==> src/rtl/core/wlfc_pkg.sv <==
// Shared types, constants and a helper function of the water level fill control.
package wlfc_pkg;

  // Width of the tick counters.
  localparam int COUNT_WIDTH = 16;

  // Width of every tick limit register as seen on the configuration port.
  localparam int LIMIT_WIDTH = 16;

  // Number of fault bits in one tick.
  localparam int FAULT_WIDTH = 5;

  // Configuration register indexes.
  localparam int CFG_INDEX_WIDTH = 3;
  localparam logic [CFG_INDEX_WIDTH-1:0] CFG_DETECT_TICKS        = 3'd0;
  localparam logic [CFG_INDEX_WIDTH-1:0] CFG_UNDETECT_TICKS      = 3'd1;
  localparam logic [CFG_INDEX_WIDTH-1:0] CFG_TOPUP_TICKS         = 3'd2;
  localparam logic [CFG_INDEX_WIDTH-1:0] CFG_INITIAL_FILL_TICKS  = 3'd3;
  localparam logic [CFG_INDEX_WIDTH-1:0] CFG_INITIAL_FILL_ENABLE = 3'd4;

  // Register values after reset.
  localparam logic [LIMIT_WIDTH-1:0] DETECT_TICKS_RESET       = 16'd200;
  localparam logic [LIMIT_WIDTH-1:0] UNDETECT_TICKS_RESET     = 16'd200;
  localparam logic [LIMIT_WIDTH-1:0] TOPUP_TICKS_RESET        = 16'd500;
  localparam logic [LIMIT_WIDTH-1:0] INITIAL_FILL_TICKS_RESET = 16'd2500;

  // All fault bits set: the level actions are skipped.
  localparam logic [FAULT_WIDTH-1:0] ALL_FAULTS = '1;

  typedef logic [COUNT_WIDTH-1:0] count_t;
  typedef logic [LIMIT_WIDTH-1:0] limit_t;

  // One input tick.
  typedef struct packed {
    logic                   power_on;
    logic                   motor_starting;
    logic                   sensor_wet;
    logic [FAULT_WIDTH-1:0] fault_flags;
    logic                   setting_idle;
    logic                   memento_shown;
    logic                   wash_mode;
    logic                   motors_home;
    logic                   sterilizing;
    logic                   nozzle_cleaning;
    logic                   factory_running;
    logic                   stop_error;
  } in_item_t;

  // One result per tick.
  typedef struct packed {
    logic valve_open;
    logic level_present;
    logic request_wash_stop;
    logic request_homing;
    logic electrolysis_stop;
    logic initial_fill_done;
  } out_item_t;

  // Configuration seen by the fill logic, with the pulse that clears the
  // finished flag of the forced fill.
  typedef struct packed {
    limit_t detect_ticks;
    limit_t undetect_ticks;
    limit_t topup_ticks;
    limit_t initial_fill_ticks;
    logic   initial_fill_enable;
    logic   initial_fill_clear;
  } cfg_t;

  // Saturate a tick limit to the largest counter value.
  function automatic count_t lim(input limit_t v);
    logic [63:0] v64;
    logic [63:0] max64;
    v64   = 64'(v);
    max64 = (64'd1 << COUNT_WIDTH) - 64'd1;
    if (v64 > max64) begin
      return max64[COUNT_WIDTH-1:0];
    end
    return v64[COUNT_WIDTH-1:0];
  endfunction

endpackage

==> src/rtl/core/wlfc_chan_if.sv <==
// Valid/ready channel interfaces for input ticks and results.
interface wlfc_in_if import wlfc_pkg::*; ();
  logic     valid;
  logic     ready;
  in_item_t data;

  modport source (output valid, output data, input ready);
  modport sink (input valid, input data, output ready);
endinterface

interface wlfc_out_if import wlfc_pkg::*; ();
  logic      valid;
  logic      ready;
  out_item_t data;

  modport source (output valid, output data, input ready);
  modport sink (input valid, input data, output ready);
endinterface

==> src/rtl/core/water_level_fill_control.sv <==
// Top level of the water level fill control: input register, fill logic, result register.
//
// Each transfer on in_chan is one 10 ms tick and yields exactly one result on
// out_chan. A tick is captured in an input register, evaluated against the fill
// state combinationally, and its result is held in an output register, so a new
// tick is accepted in every cycle while out_chan takes its results. When
// out_chan stalls the output register holds and the input register takes at
// most one more tick before in_chan.ready drops. Configuration writes on
// cfg_we/cfg_index/cfg_wdata take effect at the next clock edge and are to be
// made only while no tick is in flight; writing the initial fill enable
// register also owes a fresh forced fill.
module water_level_fill_control import wlfc_pkg::*; (
  input  logic                       clk,
  input  logic                       rst_n,
  wlfc_in_if.sink                    in_chan,
  wlfc_out_if.source                 out_chan,
  input  logic                       cfg_we,
  input  logic [CFG_INDEX_WIDTH-1:0] cfg_index,
  input  logic [LIMIT_WIDTH-1:0]     cfg_wdata
);

  cfg_t      cfg;
  in_item_t  in_data_r;
  logic      in_valid_r;
  out_item_t out_data_r;
  logic      out_valid_r;
  out_item_t result;
  logic      advance;
  logic      step;

  wlfc_cfg u_cfg (
    .clk       (clk),
    .rst_n     (rst_n),
    .cfg_we    (cfg_we),
    .cfg_index (cfg_index),
    .cfg_wdata (cfg_wdata),
    .cfg       (cfg)
  );

  wlfc_core u_core (
    .clk    (clk),
    .rst_n  (rst_n),
    .step   (step),
    .item   (in_data_r),
    .cfg    (cfg),
    .result (result)
  );

  // The pipeline moves when the output register is free or being emptied.
  assign advance       = !out_valid_r || out_chan.ready;
  assign step          = in_valid_r && advance;
  assign in_chan.ready = !in_valid_r || advance;

  // Input register.
  always_ff @(posedge clk) begin
    if (!rst_n) begin
      in_valid_r <= 1'b0;
    end else if (in_chan.ready) begin
      in_valid_r <= in_chan.valid;
    end
  end

  always_ff @(posedge clk) begin
    if (in_chan.valid && in_chan.ready) begin
      in_data_r <= in_chan.data;
    end
  end

  // Result register.
  always_ff @(posedge clk) begin
    if (!rst_n) begin
      out_valid_r <= 1'b0;
    end else if (advance) begin
      out_valid_r <= in_valid_r;
    end
  end

  always_ff @(posedge clk) begin
    if (step) begin
      out_data_r <= result;
    end
  end

  assign out_chan.valid = out_valid_r;
  assign out_chan.data  = out_data_r;

endmodule

==> src/rtl/core/wlfc_cfg.sv <==
// Configuration register file of the water level fill control.
module wlfc_cfg import wlfc_pkg::*; (
  input  logic                       clk,
  input  logic                       rst_n,
  input  logic                       cfg_we,
  input  logic [CFG_INDEX_WIDTH-1:0] cfg_index,
  input  logic [LIMIT_WIDTH-1:0]     cfg_wdata,
  output cfg_t                       cfg
);

  limit_t detect_ticks_r;
  limit_t undetect_ticks_r;
  limit_t topup_ticks_r;
  limit_t initial_fill_ticks_r;
  logic   initial_fill_enable_r;

  // Register writes; an index beyond the list is ignored.
  always_ff @(posedge clk) begin
    if (!rst_n) begin
      detect_ticks_r        <= DETECT_TICKS_RESET;
      undetect_ticks_r      <= UNDETECT_TICKS_RESET;
      topup_ticks_r         <= TOPUP_TICKS_RESET;
      initial_fill_ticks_r  <= INITIAL_FILL_TICKS_RESET;
      initial_fill_enable_r <= 1'b0;
    end else if (cfg_we) begin
      case (cfg_index)
        CFG_DETECT_TICKS:        detect_ticks_r        <= cfg_wdata;
        CFG_UNDETECT_TICKS:      undetect_ticks_r      <= cfg_wdata;
        CFG_TOPUP_TICKS:         topup_ticks_r         <= cfg_wdata;
        CFG_INITIAL_FILL_TICKS:  initial_fill_ticks_r  <= cfg_wdata;
        CFG_INITIAL_FILL_ENABLE: initial_fill_enable_r <= cfg_wdata[0];
        default: begin
        end
      endcase
    end
  end

  // A write of the enable register owes a fresh forced fill.
  always_comb begin
    cfg.detect_ticks        = detect_ticks_r;
    cfg.undetect_ticks      = undetect_ticks_r;
    cfg.topup_ticks         = topup_ticks_r;
    cfg.initial_fill_ticks  = initial_fill_ticks_r;
    cfg.initial_fill_enable = initial_fill_enable_r;
    cfg.initial_fill_clear  = cfg_we && (cfg_index == CFG_INITIAL_FILL_ENABLE);
  end

endmodule

==> src/rtl/core/wlfc_core.sv <==
// Per-tick fill state and the combinational logic that advances it.
module wlfc_core import wlfc_pkg::*; (
  input  logic      clk,
  input  logic      rst_n,
  input  logic      step,
  input  in_item_t  item,
  input  cfg_t      cfg,
  output out_item_t result
);

  logic   level_r, level_nxt;
  count_t wet_count_r, wet_count_nxt;
  count_t dry_count_r, dry_count_nxt;
  logic   topup_armed_r, topup_armed_nxt;
  count_t topup_remaining_r, topup_remaining_nxt;
  logic   init_finished_r, init_finished_nxt;
  logic   init_active_r, init_active_nxt;
  count_t init_elapsed_r, init_elapsed_nxt;
  logic   owed;

  // Next state and result of the tick held in the input register.
  always_comb begin
    level_nxt           = level_r;
    wet_count_nxt       = wet_count_r;
    dry_count_nxt       = dry_count_r;
    topup_armed_nxt     = topup_armed_r;
    topup_remaining_nxt = topup_remaining_r;
    init_finished_nxt   = init_finished_r;
    init_active_nxt     = init_active_r;
    init_elapsed_nxt    = init_elapsed_r;
    result              = '0;
    owed                = cfg.initial_fill_enable && !init_finished_r;

    if (item.power_on) begin
      if (item.motor_starting) begin
        // Arm the forced fill while a motor starts up.
        if (owed) begin
          init_active_nxt = 1'b1;
        end
      end else if (init_active_r) begin
        // Forced fill: hold the valve open for the configured length.
        if (init_elapsed_r < lim(cfg.initial_fill_ticks)) begin
          init_elapsed_nxt  = init_elapsed_r + count_t'(1);
          result.valve_open = 1'b1;
        end else begin
          init_finished_nxt        = 1'b1;
          result.initial_fill_done = 1'b1;
          init_active_nxt          = 1'b0;
          init_elapsed_nxt         = '0;
        end
      end else begin
        // Top-up countdown.
        if (topup_remaining_r != '0) begin
          topup_remaining_nxt = topup_remaining_r - count_t'(1);
          result.valve_open   = 1'b1;
        end

        // Debounce of the level switch.
        if (item.sensor_wet) begin
          dry_count_nxt = '0;
          if (wet_count_r < lim(cfg.detect_ticks)) begin
            wet_count_nxt = wet_count_r + count_t'(1);
          end else begin
            level_nxt = 1'b1;
          end
        end else begin
          wet_count_nxt = '0;
          if (dry_count_r < lim(cfg.undetect_ticks)) begin
            dry_count_nxt = dry_count_r + count_t'(1);
          end else begin
            level_nxt = 1'b0;
          end
        end

        // Level actions, skipped only when every fault bit is set.
        if (item.fault_flags != ALL_FAULTS) begin
          if (level_nxt) begin
            if (topup_armed_r && item.setting_idle && !item.memento_shown) begin
              topup_armed_nxt = 1'b0;
              if (topup_remaining_nxt == '0) begin
                topup_remaining_nxt = lim(cfg.topup_ticks);
              end
            end
          end else begin
            if (item.wash_mode) begin
              result.request_wash_stop = 1'b1;
            end else begin
              if (!topup_armed_r) begin
                result.request_homing = 1'b1;
              end
              if (item.motors_home && !item.sterilizing && !item.nozzle_cleaning &&
                  topup_remaining_nxt == '0 && !item.memento_shown &&
                  !item.factory_running && !item.stop_error) begin
                result.valve_open = 1'b1;
              end
            end
            result.electrolysis_stop = 1'b1;
            topup_armed_nxt          = 1'b1;
          end
        end
      end
    end

    result.level_present = level_nxt;
  end

  // State registers advance once per transfer out of the input register.
  always_ff @(posedge clk) begin
    if (!rst_n) begin
      level_r           <= 1'b0;
      wet_count_r       <= '0;
      dry_count_r       <= '0;
      topup_armed_r     <= 1'b0;
      topup_remaining_r <= lim(TOPUP_TICKS_RESET);
      init_finished_r   <= 1'b0;
      init_active_r     <= 1'b0;
      init_elapsed_r    <= '0;
    end else begin
      if (step) begin
        level_r           <= level_nxt;
        wet_count_r       <= wet_count_nxt;
        dry_count_r       <= dry_count_nxt;
        topup_armed_r     <= topup_armed_nxt;
        topup_remaining_r <= topup_remaining_nxt;
        init_active_r     <= init_active_nxt;
        init_elapsed_r    <= init_elapsed_nxt;
      end
      if (cfg.initial_fill_clear) begin
        init_finished_r <= 1'b0;
      end else if (step) begin
        init_finished_r <= init_finished_nxt;
      end
    end
  end

`ifndef NO_ASSERTIONS
  // The debounce counters never run at the same time.
  a_counts_exclusive: assert property (@(posedge clk) disable iff (!rst_n)
    !(wet_count_r != '0 && dry_count_r != '0))
    else $error("wet and dry counters both nonzero");

  // The forced-fill timer only runs while the forced fill is active.
  a_elapsed_idle: assert property (@(posedge clk) disable iff (!rst_n)
    !init_active_r |-> init_elapsed_r == '0)
    else $error("forced-fill timer nonzero while inactive");

  // The end of the forced fill leaves it inactive and finished.
  a_done_ends_fill: assert property (@(posedge clk) disable iff (!rst_n)
    step && result.initial_fill_done && !cfg.initial_fill_clear |=>
      !init_active_r && init_finished_r)
    else $error("forced fill still active after its done pulse");

  // A tick with power off leaves the level, the wet count and the top-up countdown untouched.
  a_power_off_holds: assert property (@(posedge clk) disable iff (!rst_n)
    step && !item.power_on |=>
      level_r == $past(level_r) && wet_count_r == $past(wet_count_r) &&
      topup_remaining_r == $past(topup_remaining_r))
    else $error("state changed on a power-off tick");

  // A wash stop always comes with an electrolysis stop.
  a_wash_stop_ew: assert property (@(posedge clk) disable iff (!rst_n)
    step && result.request_wash_stop |-> result.electrolysis_stop)
    else $error("wash stop without electrolysis stop");
`endif

endmodule

==> src/flat_wrapper.sv <==
// flat-port wrapper written by rule: the top's interface ports become plain ports
module water_level_fill_control_flat import wlfc_pkg::*;
  (clk, rst_n, cfg_we, cfg_index, cfg_wdata, in_chan_valid, in_chan_data, in_chan_ready, out_chan_valid, out_chan_data, out_chan_ready);
  wlfc_in_if in_chan_i ();
  wlfc_out_if out_chan_i ();
  input  logic clk;
  input  logic rst_n;
  input  logic cfg_we;
  input  logic [CFG_INDEX_WIDTH-1:0] cfg_index;
  input  logic [LIMIT_WIDTH-1:0] cfg_wdata;
  input wire logic [$bits(in_chan_i.valid)-1:0] in_chan_valid;
  input wire logic [$bits(in_chan_i.data)-1:0] in_chan_data;
  output wire logic [$bits(in_chan_i.ready)-1:0] in_chan_ready;
  output wire logic [$bits(out_chan_i.valid)-1:0] out_chan_valid;
  output wire logic [$bits(out_chan_i.data)-1:0] out_chan_data;
  input wire logic [$bits(out_chan_i.ready)-1:0] out_chan_ready;
  assign in_chan_i.valid = in_chan_valid;
  assign in_chan_i.data = in_chan_data;
  assign in_chan_ready = in_chan_i.ready;
  assign out_chan_valid = out_chan_i.valid;
  assign out_chan_data = out_chan_i.data;
  assign out_chan_i.ready = out_chan_ready;
  water_level_fill_control u_core (.clk(clk), .rst_n(rst_n), .in_chan(in_chan_i), .out_chan(out_chan_i), .cfg_we(cfg_we), .cfg_index(cfg_index), .cfg_wdata(cfg_wdata));
endmodule
==> config.mk <==
export PLATFORM = sky130hd
export DESIGN_NAME = water_level_fill_control_flat
export DESIGN_NICKNAME = d
export VERILOG_FILES = /design/src/rtl/core/wlfc_pkg.sv /design/src/rtl/core/wlfc_chan_if.sv /design/src/rtl/core/water_level_fill_control.sv /design/src/rtl/core/wlfc_cfg.sv /design/src/rtl/core/wlfc_core.sv /design/src/flat_wrapper.sv
export SDC_FILE = /design/constraint.sdc
export NUM_CORES = 1
export LEC_CHECK = 0
export BUFFER_PORTS_ARGS = -buffer_cell sky130_fd_sc_hd__buf_2
export CAP_MARGIN = 20
export CORE_ASPECT_RATIO = 1.4
export CORE_MARGIN = 5
export CORE_UTILIZATION = 55
export CTS_CLUSTER_DIAMETER = 40
export CTS_CLUSTER_SIZE = 14
export DETAILED_ROUTE_END_ITERATION = 16
export PLACE_DENSITY = 0.81
export SLEW_MARGIN = 20
export SYNTH_ARGS = -nofsm -noshare
export SYNTH_HDL_FRONTEND = slang
export SYNTH_SLANG_ARGS = --single-unit
export TNS_END_PERCENT = 20
==> constraint.sdc <==
create_clock -name clk -period 6.7 [get_ports clk]
set_input_delay 0.67 -clock clk [delete_from_list [all_inputs] [get_ports clk]]
set_output_delay 0.67 -clock clk [all_outputs]
set_load 0.05 [all_outputs]
After elaboration in Yosys (flattened, before gate mapping)
Cells that the tools add are included.

cells by class
  add/subtract/negate cells = 4
  $lt $le $gt $ge = 3
  equal/unequal tests = 8
  multiplexer cells = 38
  bitwise operators = 6
  reductions and logical operators = 44

operator list
  operator                                             count
  2-to-1 mux 16 bit                                    13
  adder 16 x 1 -> 16 bit, second input constant        3
  less-than comparator 16 bit                          3
  2-to-1 mux 1 bit                                     25
  zero test 16 bit                                     1
  nonzero test 16 bit                                  1
  subtractor 16 x 1 -> 16 bit, second input constant   1
  AND reduction 5 bit                                  3
  logical AND 1 bit                                    12
  AND reduction 2 bit                                  5
  zero test 1 bit                                      8
  AND reduction 4 bit                                  2
  equality test 3 x 2 -> 1 bit, second input constant  2
  inverter 1 bit                                       6
  AND reduction 6 bit                                  1
  OR reduction 6 bit                                   1
  inequality test 5 bit, second input constant         1
  OR reduction 5 bit                                   1
  inequality test 2 bit, second input constant         2
  OR reduction 2 bit                                   2
  OR reduction 4 bit                                   1
  equality test 3 x 1 -> 1 bit, second input constant  1
  equality test 3 bit, second input constant           1
  zero test 3 bit                                      1
  5 further kinds                                      6

word-level totals
  bits in registers = 157
  word-level logic and storage cells = 136

Logic depth before layout (Yosys ltp)
Gate-level depths: netlist (run 1).

  depth after elaboration = 15
  mapped depth = 11
  mapped depth without buffers = 9

Hierarchy
From an unflattened synthesis (run 1), not the netlist that was laid out.

second synthesis, totals
  cell total of the unflattened synthesis = 913
  area total of the unflattened synthesis = 8176.6 µm²

modules (own cells, without submodules)
  module                    times used  cells an instance  area each (µm²)
  wlfc_core                 1           640                4903.5
  wlfc_cfg                  1           242                2508.7
  water_level_fill_control  1           31                 764.5

Worst setup path after synthesis (run 1)
OpenSTA, ideal clock, no wires.

  path kind = reg2reg
  start = reg u_core.u_cfg.detect_ticks_r[15]
  end = reg u_core.u_core.topup_remaining_r[1]
  library setup time = 103 ps
  data arrival time = 2908 ps
  setup slack = 3689 ps
  cell stages (with the launch flop) = 11
  path buffers = 1
  period minus slack after synthesis = 3011 ps
  cells stage by stage = dfxtp_1 -> inv_1 -> ha_1 -> nand2_1 -> nor4_1 -> or4b_1 -> a31o_2 -> or2_2 -> buf_2 -> o41a_1 -> a2111oi_2

between the ends
  word-level cells in the longest chain between the ends = 8

RTL lines
  what                         line              RTL
  start: declaration           wlfc_cfg.sv:11    limit_t detect_ticks_r;
  start signal: assignment     wlfc_cfg.sv:27    CFG_DETECT_TICKS: detect_ticks_r <= cfg_wdata;
  less-than comparator 16 bit  wlfc_core.sv:61   if (wet_count_r < lim(cfg.detect_ticks)) begin
  2-to-1 mux 1 bit             wlfc_core.sv:61
  2-to-1 mux 1 bit             wlfc_core.sv:59   if (item.sensor_wet) begin
  2-to-1 mux 1 bit             wlfc_core.sv:40   end else if (init_active_r) begin
  2-to-1 mux 1 bit             wlfc_core.sv:35   if (item.motor_starting) begin
  2-to-1 mux 1 bit             wlfc_core.sv:34   if (item.power_on) begin
  2-to-1 mux 16 bit            wlfc_core.sv:77   if (level_nxt) begin
  2-to-1 mux 16 bit            wlfc_core.sv:76   if (item.fault_flags != ALL_FAULTS) begin
  end signal: assignment       wlfc_core.sv:114  topup_remaining_r <= lim(TOPUP_TICKS_RESET);
  end signal: assignment       wlfc_core.sv:124  topup_remaining_r <= topup_remaining_nxt;
  end: declaration             wlfc_core.sv:15   count_t topup_remaining_r, topup_remaining_nxt;

No other way between the ends. The select of a mux whose other input is x is not followed.
A chain may end at the register's enable or synchronous reset.

Worst setup path in the final report (run 1)
  start = reg u_core.u_core.topup_remaining_r[0]
  end = reg u_core.u_core.topup_remaining_r[10]

between the ends
  word-level cells in the longest chain between the ends = 10

RTL lines
  what                                                                       line                              RTL
  subtractor 16 x 1 -> 16 bit / nonzero test 16 bit (equally long branches)  wlfc_core.sv:54, wlfc_core.sv:53
  2-to-1 mux 16 bit *                                                        wlfc_core.sv:53                   if (topup_remaining_r != '0) begin
  2-to-1 mux 16 bit *                                                        wlfc_core.sv:40
  2-to-1 mux 16 bit *                                                        wlfc_core.sv:35
  2-to-1 mux 16 bit *                                                        wlfc_core.sv:34
  zero test 16 bit                                                           wlfc_core.sv:80                   if (topup_remaining_nxt == '0) begin
  2-to-1 mux 16 bit                                                          wlfc_core.sv:80
  2-to-1 mux 16 bit                                                          wlfc_core.sv:78                   if (topup_armed_r && item.setting_idle && !item.memento_shown) begin
  2-to-1 mux 16 bit                                                          wlfc_core.sv:77
  2-to-1 mux 16 bit *                                                        wlfc_core.sv:76

Mark *: on every way between the ends. The rest lies on a longest branch, timed or not. The select of a mux whose other input is x is not followed.

==> out/qor.tcl, run 1 <==
set qor(cts_root_buffer) {sky130_fd_sc_hd__clkbuf_16}
set qor(cap_viol_max_count) 0
set qor(synth_async_sr_flop_share) 0
set qor(worst_setup_hold_path_clk_slew_ns) 0.06
set qor(globalplace.congestion) 0.926
set qor(power_frac_seq) 0.487
set qor(grt-ovfl-total) 0
set qor(path_delay_family) {simple AND/OR/NAND/NOR gates}
set qor(grt_antenna_before_repair) 0
set qor(detailedRoute.firstIterationViolations) 568
set qor(slew_headroom) 0.321
set qor(synth-seq-area-share) 0.424
set qor(fin_total_pwr_w) 0.00204
set qor(vdd_ir_drop_max_v) 0.000181
set qor(first_pass_grt_wire_length_um) 31200
set qor(timing.critical_path.from_type) {flip-flop}
set qor(die-width_um) 112
set qor(areaGrowthSynthToFinish_pct) 11.9
set qor(number_of_buffers_created_by_cts) 17
set qor(pwr_density_cell_nw_per_um2) 230
set qor(syn_area_um2) 7940
set qor(syn_area_per_cell_um2) 8.35
set qor(setup-violations-final) 0
set qor(cts_hold_buffers) 0
set qor(path_max_fanout) 10
set qor(io_pins) 48
set qor(power_switching_w) 0.000483
set qor(design_area_um2) 8880
set qor(drt-wirelength-per-cell_um) 16.1
set qor(start_util) 0.555
set qor(timing.critical_path.to_type) {flip-flop}
set qor(report.final.hold_viol_count) 0
set qor(comb_power_share) 0.056
set qor(cts-root-to-sink-buffers) 2
set qor(wl_um) 19100
set qor(clock_latency_ns) 0.42
set qor(fin_util) 0.620
set qor(critical_path_buf_inv_count) 1
set qor(synthFlopType) {sky130_fd_sc_hd__dfxtp_1}
set qor(critical-path-max-stage-delay_ns) 0.60
set qor(share_clk_of_total_power) 0.457
set qor(core_region_area_um2) 14300
set qor(synth_cell_type_count) 67
set qor(hpwlAfterDp_um) 13400
set qor(final.fill_count) 1218
set qor(core.rowCount) 52
set qor(synthCells) 951
set qor(groute.usage.overall) 0.223
set qor(outcome) {completed}
set qor(detail_route.first_pass.iterations) 7
set qor(dieHeight_um) 152
set qor(rsz0062_at_grt) {no}
set qor(critPathArrivalTime_ns) 3.63
set qor(slew_viol_final) 0
set qor(place_inst) 1154
set qor(maximum_clock_frequency_mhz) 297
set qor(path_class) {flip-flop to flip-flop}
set qor(cp_cell_sequence) {inv_1 > ha_1 > nor3b_1 > nand4_2 > mux2i_1 > o2111ai_1 > or4_1 > nor3_1 > o221ai_1}
set qor(final-instance-count-excl-fill) 1186
set qor(dr_total_vias) 6926
set qor(routed_via_density) 5.84
set qor(required_ns) 6.97
set qor(synth_fp_nets) 1041
set qor(internal_power_w) 0.00156
set qor(postCtsSetupBuffers) 0
set qor(yosysWarnings) 0
set qor(power_switching_share) 0.236
set qor(min_path_type) {input port to flip-flop}
set qor(port_buffers) 47
set qor(clock-sinks) 157
set qor(final.min_clock_period_ns) 3.36
set qor(slowest_stage) {sky130_fd_sc_hd__nor3_1}
set qor(antenna_left) 0
set qor(setup-tns-final_ns) 0
set qor(design.die.area_um2) 17000
set qor(placed_area_um2) 8310
set qor(grt_max_degree) 73
set qor(cts_resized) 0
set qor(drc_markers) 0
set qor(fin_worst_skew_ns) 0.00794
set qor(vias_in_the_first_global_route) 6375
set qor(nets) 1074
set qor(cts_tree) {built}
set qor(drive_above_1_share) 0.104
set qor(tightest_slew_ns) 1.01
set qor(final_min_period_over_clock_period) 0.502
set qor(ys_ff_latch) 157
set qor(diodes) 0
set qor(power_leakage_nw) 3.36
set qor(ctsHtreeMaxLevel) 4
set qor(synth-edff-count) 22
-- registers in the layout, indices dropped and copies added, names as in the netlist --
name / cells
u_core.in_data_r: 16
u_core.in_valid_r: 1
u_core.out_chan.data: 6
u_core.out_chan.valid: 1
u_core.u_cfg.detect_ticks_r: 16
u_core.u_cfg.initial_fill_enable_r: 1
u_core.u_cfg.initial_fill_ticks_r: 16
u_core.u_cfg.topup_ticks_r: 16
u_core.u_cfg.undetect_ticks_r: 16
u_core.u_core.dry_count_r: 16
u_core.u_core.init_active_r: 1
u_core.u_core.init_elapsed_r: 16
u_core.u_core.init_finished_r: 1
u_core.u_core.level_r: 1
u_core.u_core.topup_armed_r: 1
u_core.u_core.topup_remaining_r: 16
u_core.u_core.wet_count_r: 16
-- cell families after synthesis --
kind of cell             synth area share
AND/OR/NAND/NOR                     0.255
AO/OA/AOI/OAI                       0.151
flip-flops                          0.424
buffers and inverters              0.0511
adder cells (fa/ha/maj)            0.0788
XOR/XNOR                           0.0353
multiplexers                      0.00520
-- cell usage in the layout (no fill, tap or decap), types with 4 or more instances in the layout --
master	synthesis	final
sky130_fd_sc_hd__a21o_1	12	12
sky130_fd_sc_hd__a21oi_1	86	86
sky130_fd_sc_hd__a31o_2	5	5
sky130_fd_sc_hd__a31oi_1	12	12
sky130_fd_sc_hd__and2_1	6	6
sky130_fd_sc_hd__and3_1	9	9
sky130_fd_sc_hd__and3b_1	4	4
sky130_fd_sc_hd__and4_1	5	5
sky130_fd_sc_hd__buf_2	3	47
sky130_fd_sc_hd__buf_4	0	8
sky130_fd_sc_hd__clkbuf_16	0	17
sky130_fd_sc_hd__dfxtp_1	135	135
sky130_fd_sc_hd__edfxtp_1	22	22
sky130_fd_sc_hd__ha_1	50	50
sky130_fd_sc_hd__inv_1	63	63
sky130_fd_sc_hd__nand2_1	175	175
sky130_fd_sc_hd__nand2b_1	8	8
sky130_fd_sc_hd__nand3_1	43	43
sky130_fd_sc_hd__nand4_1	19	19
sky130_fd_sc_hd__nor2_1	71	71
sky130_fd_sc_hd__nor2b_1	6	6
sky130_fd_sc_hd__nor3_1	16	16
sky130_fd_sc_hd__nor3b_1	5	5
sky130_fd_sc_hd__nor4_1	16	16
sky130_fd_sc_hd__nor4b_1	5	5
sky130_fd_sc_hd__o211ai_1	20	20
sky130_fd_sc_hd__o21ai_0	15	15
sky130_fd_sc_hd__o31ai_1	5	5
sky130_fd_sc_hd__or3_1	4	4
sky130_fd_sc_hd__or4_1	4	4
sky130_fd_sc_hd__xnor2_1	21	21
sky130_fd_sc_hd__xor2_1	11	11
-- path summary, 6_finish.rpt --
| kind | startpoint | endpoint | slack (ns) | depth (start not counted) |
|---|---|---|---|---|
| worst max-delay path | u_core.u_core.topup_remaining_r[0]$_SDFFE_PN0P_ | u_core.u_core.topup_remaining_r[10]$_SDFFE_PN0P_ | 3.34 | 9 |
| worst min-delay path | in_chan_data[14] | u_core.in_data_r[14]$_DFFE_PP_ | 0.42 | 1 |
| worst max register to register | u_core.u_core.topup_remaining_r[0]$_SDFFE_PN0P_ | u_core.u_core.topup_remaining_r[10]$_SDFFE_PN0P_ | 3.34 | 9 |
| worst min register to register | u_core.u_cfg.topup_ticks_r[10]$_SDFFE_PN0P_ | u_core.u_cfg.topup_ticks_r[10]$_SDFFE_PN0P_ | 0.45 | 2 |
-- synthesized netlist by cell type (16+ instances only) --
| cell type | n | area share |
|---|---|---|
| sky130_fd_sc_hd__nor2_1 | 71 | 0.034 |
| sky130_fd_sc_hd__nand4_1 | 19 | 0.015 |
| sky130_fd_sc_hd__nand3_1 | 43 | 0.027 |
| sky130_fd_sc_hd__o211ai_1 | 20 | 0.019 |
| sky130_fd_sc_hd__dfxtp_1 | 135 | 0.34 |
| sky130_fd_sc_hd__ha_1 | 50 | 0.079 |
| sky130_fd_sc_hd__xnor2_1 | 21 | 0.023 |
| sky130_fd_sc_hd__nor3_1 | 16 | 0.010 |
| sky130_fd_sc_hd__a21oi_1 | 86 | 0.054 |
| sky130_fd_sc_hd__clkbuf_1 | 32 | 0.015 |
| sky130_fd_sc_hd__nand2_1 | 175 | 0.083 |
| sky130_fd_sc_hd__inv_1 | 63 | 0.030 |
| sky130_fd_sc_hd__nor4_1 | 16 | 0.013 |
| sky130_fd_sc_hd__edfxtp_1 | 22 | 0.083 |
-- through the flow --
stage / worst slack (ns) / hold WS [ns]
floorplan: 3.69 / 0.432
global placement: 3.16 / 0.440
detailed placement: 3.12 / 0.444
CTS: 3.38 / 0.414
global route: 2.98 / 0.414
finish: 3.34 / 0.423
-- layer usage --
metal / global-route usage / share of wire / vias to the layer above
met4: 0.111 / 0.042 / 0
li1: - / - / 3422
met1: 0.276 / 0.41 / 3236
met3: 0.0389 / 0.050 / 48
met5: 0 / 0 / -
met2: 0.374 / 0.49 / 220
-- power groups by stage --
stage / clock, W / combinational, W / sequential (W)
6_report: 0.000934 / 0.000114 / 0.000996
2_1_floorplan: 0 / 0.0000666 / 0.00102
3_5_place_dp: 0 / 0.000112 / 0.00102
4_1_cts: 0.000942 / 0.000113 / 0.000995
5_1_grt: 0.000991 / 0.000126 / 0.000997
3_3_place_gp: 0 / 0.000110 / 0.00102
-- worst register-to-register path: stages, from the launching register on --
cell                        delay, ns
sky130_fd_sc_hd__dfxtp_1         0.35
sky130_fd_sc_hd__inv_1           0.10
sky130_fd_sc_hd__ha_1            0.14
sky130_fd_sc_hd__nor3b_1         0.48
sky130_fd_sc_hd__nand4_2         0.36
sky130_fd_sc_hd__mux2i_1         0.24
sky130_fd_sc_hd__o2111ai_1       0.15
sky130_fd_sc_hd__or4_1           0.59
sky130_fd_sc_hd__nor3_1          0.60
sky130_fd_sc_hd__o221ai_1        0.19
-- cell type report --
cell class,instances,area [µm²],share of cell area
Timing Repair Buffer,55,295,0.0332
Clock inverter,14,145,0.0163
Inverter,64,240,0.0270
Sequential cell,157,3360,0.379
Multi-Input combinational cell,689,4170,0.470
Tap cell,189,236,0.0266
Clock buffer,18,429,0.0483
Note: power is estimated with default switching activity, not from simulation.
==> run 2: changes to the inputs <==
PLACE_DENSITY = 0.84   (was 0.81)
clock period = 2.9 ns   (was 6.7 ns; I/O delays follow)
==> out/qor.tcl, run 2 (synthesis gave the netlist of run 1 again) <==
set qor(path_class) {flip-flop to flip-flop}
set qor(clock-sinks) 157 ;# unchanged
set qor(slew_viol_final) 0 ;# unchanged
set qor(final.fill_count) 1122 ;# -7.9%
set qor(cap_viol_max_count) 0 ;# unchanged
set qor(fin_total_pwr_w) 0.00489 ;# +140%
set qor(port_buffers) 47 ;# unchanged
set qor(grt_max_degree) 48 ;# -34%
set qor(number_of_buffers_created_by_cts) 17 ;# unchanged
set qor(detail_route.first_pass.iterations) 5 ;# -2
set qor(crit-reg2reg-launch) {u_core.u_core.topup_remaining_r[10]$_SDFFE_PN0P_}
set qor(final_critical_path_setup_slack_ns) 0.0560 ;# -3.28 ns
set qor(final.min_clock_period_ns) 2.84 ;# -0.518 ns
set qor(vdd_ir_drop_max_v) 0.000466 ;# +160%
set qor(critPathArrivalTime_ns) 3.09 ;# -0.54 ns
set qor(r2r_cells) 6 ;# -3
set qor(grt-ovfl-total) 0 ;# unchanged
set qor(required_ns) 3.15 ;# -3.82 ns
set qor(hold_slack_ns) 0.0412 ;# -0.382 ns
set qor(layout_common_cells) {sky130_fd_sc_hd__nand2_1 (171), sky130_fd_sc_hd__dfxtp_1 (134), sky130_fd_sc_hd__a21oi_1 (85)}
set qor(cts_hold_buffers) 0 ;# unchanged
set qor(antenna_left) 0 ;# unchanged
set qor(wl_um) 20700 ;# +8.7%
set qor(worstHoldStart) {in_chan_data[0]}
set qor(clock_latency_ns) 0.42 ;# about the same
set qor(min_path_type) {input port to flip-flop}
set qor(core.rowCount) 52 ;# unchanged
set qor(diodes) 0 ;# unchanged
set qor(globalplace.congestion) 0.934 ;# +0.78%
set qor(place_inst) 1189 ;# +3.0%
set qor(detailedRoute.firstIterationViolations) 598 ;# +5.3%
set qor(pwr_density_cell_nw_per_um2) 524 ;# +130%
set qor(drc_markers) 0 ;# unchanged
set qor(cts-root-to-sink-buffers) 2 ;# unchanged
set qor(place_ws_ns) -0.00113 ;# -3.12 ns
set qor(io_pins) 48 ;# unchanged
set qor(groute.usage.overall) 0.237 ;# +0.0137
set qor(drt-wirelength-per-cell_um) 17.0 ;# +5.5%
set qor(dr_total_vias) 7214 ;# +4.2%
set qor(holdPathEnd) {u_core.in_data_r[0]$_DFFE_PP_}
set qor(min_path_cells) 1 ;# unchanged
set qor(worst_r2r_endpoint) {u_core.out_chan.data[5]$_SDFFCE_PP0P_}
set qor(outcome) {completed}
set qor(dieHeight_um) 152 ;# unchanged
set qor(reg_to_reg_setup_timing_slack_ns) 0.06 ;# -3.28 ns
set qor(ctsHtreeMaxLevel) 4 ;# unchanged
set qor(timing.critical_path.to_type) {flip-flop}
set qor(slew_headroom) 0.533 ;# +0.212
set qor(nets) 1110 ;# +3.4%
set qor(first_pass_grt_wire_length_um) 33300 ;# +6.9%
set qor(path_max_fanout) 7 ;# -3
set qor(design.die.area_um2) 17000 ;# unchanged
set qor(maximum_clock_frequency_mhz) 352 ;# +18%
set qor(routed_via_density) 5.90 ;# +1.1%
set qor(start_util) 0.555 ;# unchanged
set qor(report.final.hold_viol_count) 0 ;# unchanged
set qor(placed_area_um2) 8610 ;# +3.7%
set qor(hpwlAfterDp_um) 14100 ;# +5.3%
set qor(core_region_area_um2) 14300 ;# unchanged
set qor(design_area_um2) 9330 ;# +5.0%
set qor(cts_tree) {built}
set qor(mostFrequentLayoutCell) {sky130_fd_sc_hd__nand2_1}
set qor(vias_in_the_first_global_route) 7027 ;# +10%
set qor(timing.critical_path.from_type) {flip-flop}
set qor(worst_setup_hold_path_clk_slew_ns) 0.07 ;# about the same
set qor(power_leakage_nw) 3.60 ;# +7.0%
set qor(grt_antenna_before_repair) 0 ;# unchanged
set qor(drive_above_1_share) 0.153 ;# +0.0486
set qor(tightest_slew_ns) 0.700 ;# -0.312 ns
set qor(cts_root_buffer) {sky130_fd_sc_hd__clkbuf_16}
set qor(die-width_um) 112 ;# unchanged
set qor(setup-violations-final) 0 ;# unchanged
set qor(fin_worst_skew_ns) 0.0104 ;# +0.00251 ns
set qor(areaGrowthSynthToFinish_pct) 17.4
set qor(rsz0062_at_grt) {yes}
set qor(final_min_period_over_clock_period) 0.981 ;# +0.479
set qor(final-instance-count-excl-fill) 1222 ;# +3.0%
run 2: how the worst max path moves through the flow:
stage / from / endpoint / slack (ns) / depth (start not counted)
floorplan: u_core.u_core.topup_remaining_r[0]$_SDFFE_PN0P_ / u_core.u_core.topup_remaining_r[1]$_SDFFE_PN0P_ / 0.02 / 10
global placement: u_core.u_cfg.detect_ticks_r[13]$_SDFFE_PN0P_ / u_core.u_core.topup_remaining_r[1]$_SDFFE_PN0P_ / 0.05 / 9
detailed placement: u_core.u_cfg.detect_ticks_r[9]$_SDFFE_PN0P_ / u_core.u_core.topup_remaining_r[1]$_SDFFE_PN0P_ / -0.001 / 9
CTS: u_core.u_core.wet_count_r[1]$_SDFFE_PN0P_ / u_core.u_core.wet_count_r[12]$_SDFFE_PN0P_ / 0.02 / 8
global route: u_core.u_cfg.detect_ticks_r[8]$_SDFFE_PN0P_ / u_core.u_core.topup_remaining_r[10]$_SDFFE_PN0P_ / -0.02 / 11
finish: u_core.u_core.topup_remaining_r[10]$_SDFFE_PN0P_ / u_core.out_chan.data[5]$_SDFFCE_PP0P_ / 0.06 / 6
run 2: timing repair:
item	4_1_cts	5_1_grt
gates resized for setup	5	12
pin swaps	1	2
endpoints found under the setup margin	8	21
buffers inserted	1	0
run 2: layout make-up:
type                            instances  area, µm²  area share
Timing Repair Buffer                   91        591      0.0633
Multi-Input combinational cell        689       4280       0.459
Inverter                               64        240      0.0258
Clock inverter                         14        161      0.0173
Tap cell                              189        236      0.0254
Clock buffer                           18        450      0.0483
Sequential cell                       157       3360       0.361
run 2: through the flow:
step	util	TNS, ns
after floorplan	-	0
after global placement	0.602	0
after detailed placement	0.602	-0.00113
after CTS	0.647	0
after global routing	0.651	-0.0414
final	0.651	0
run 2: per-layer routing:
layer  wire length (µm)  GRT usage  part of all wire  vias up
li1                   -          -                 -     3487
met1               7820      0.268              0.38     3411
met2              10800      0.428              0.52      245
met3               1160     0.0417             0.056       71
met4                968      0.111             0.047        0
met5                  0          0                 0        -
run 2: critical path, stage by stage, from the launching register on:
cell and delay (ns):
sky130_fd_sc_hd__dfxtp_1 0.37, sky130_fd_sc_hd__or4_1 0.47, sky130_fd_sc_hd__a2111oi_0 0.42, sky130_fd_sc_hd__o211ai_1 0.19, sky130_fd_sc_hd__or4_1 0.59, sky130_fd_sc_hd__or4_1 0.53, sky130_fd_sc_hd__o211ai_1 0.11
run 2: where the power goes:
| part | total [W] | switching (W) | internal [W] | leakage, nW |
|---|---|---|---|---|
| logic | 0.000308 | 0.000204 | 0.000104 | 1.99 |
| registers | 0.00229 | 0.0000290 | 0.00226 | 1.31 |
| clock network | 0.00229 | 0.00101 | 0.00128 | 0.297 |
| total | 0.00489 | 0.00124 | 0.00365 | 3.60 |
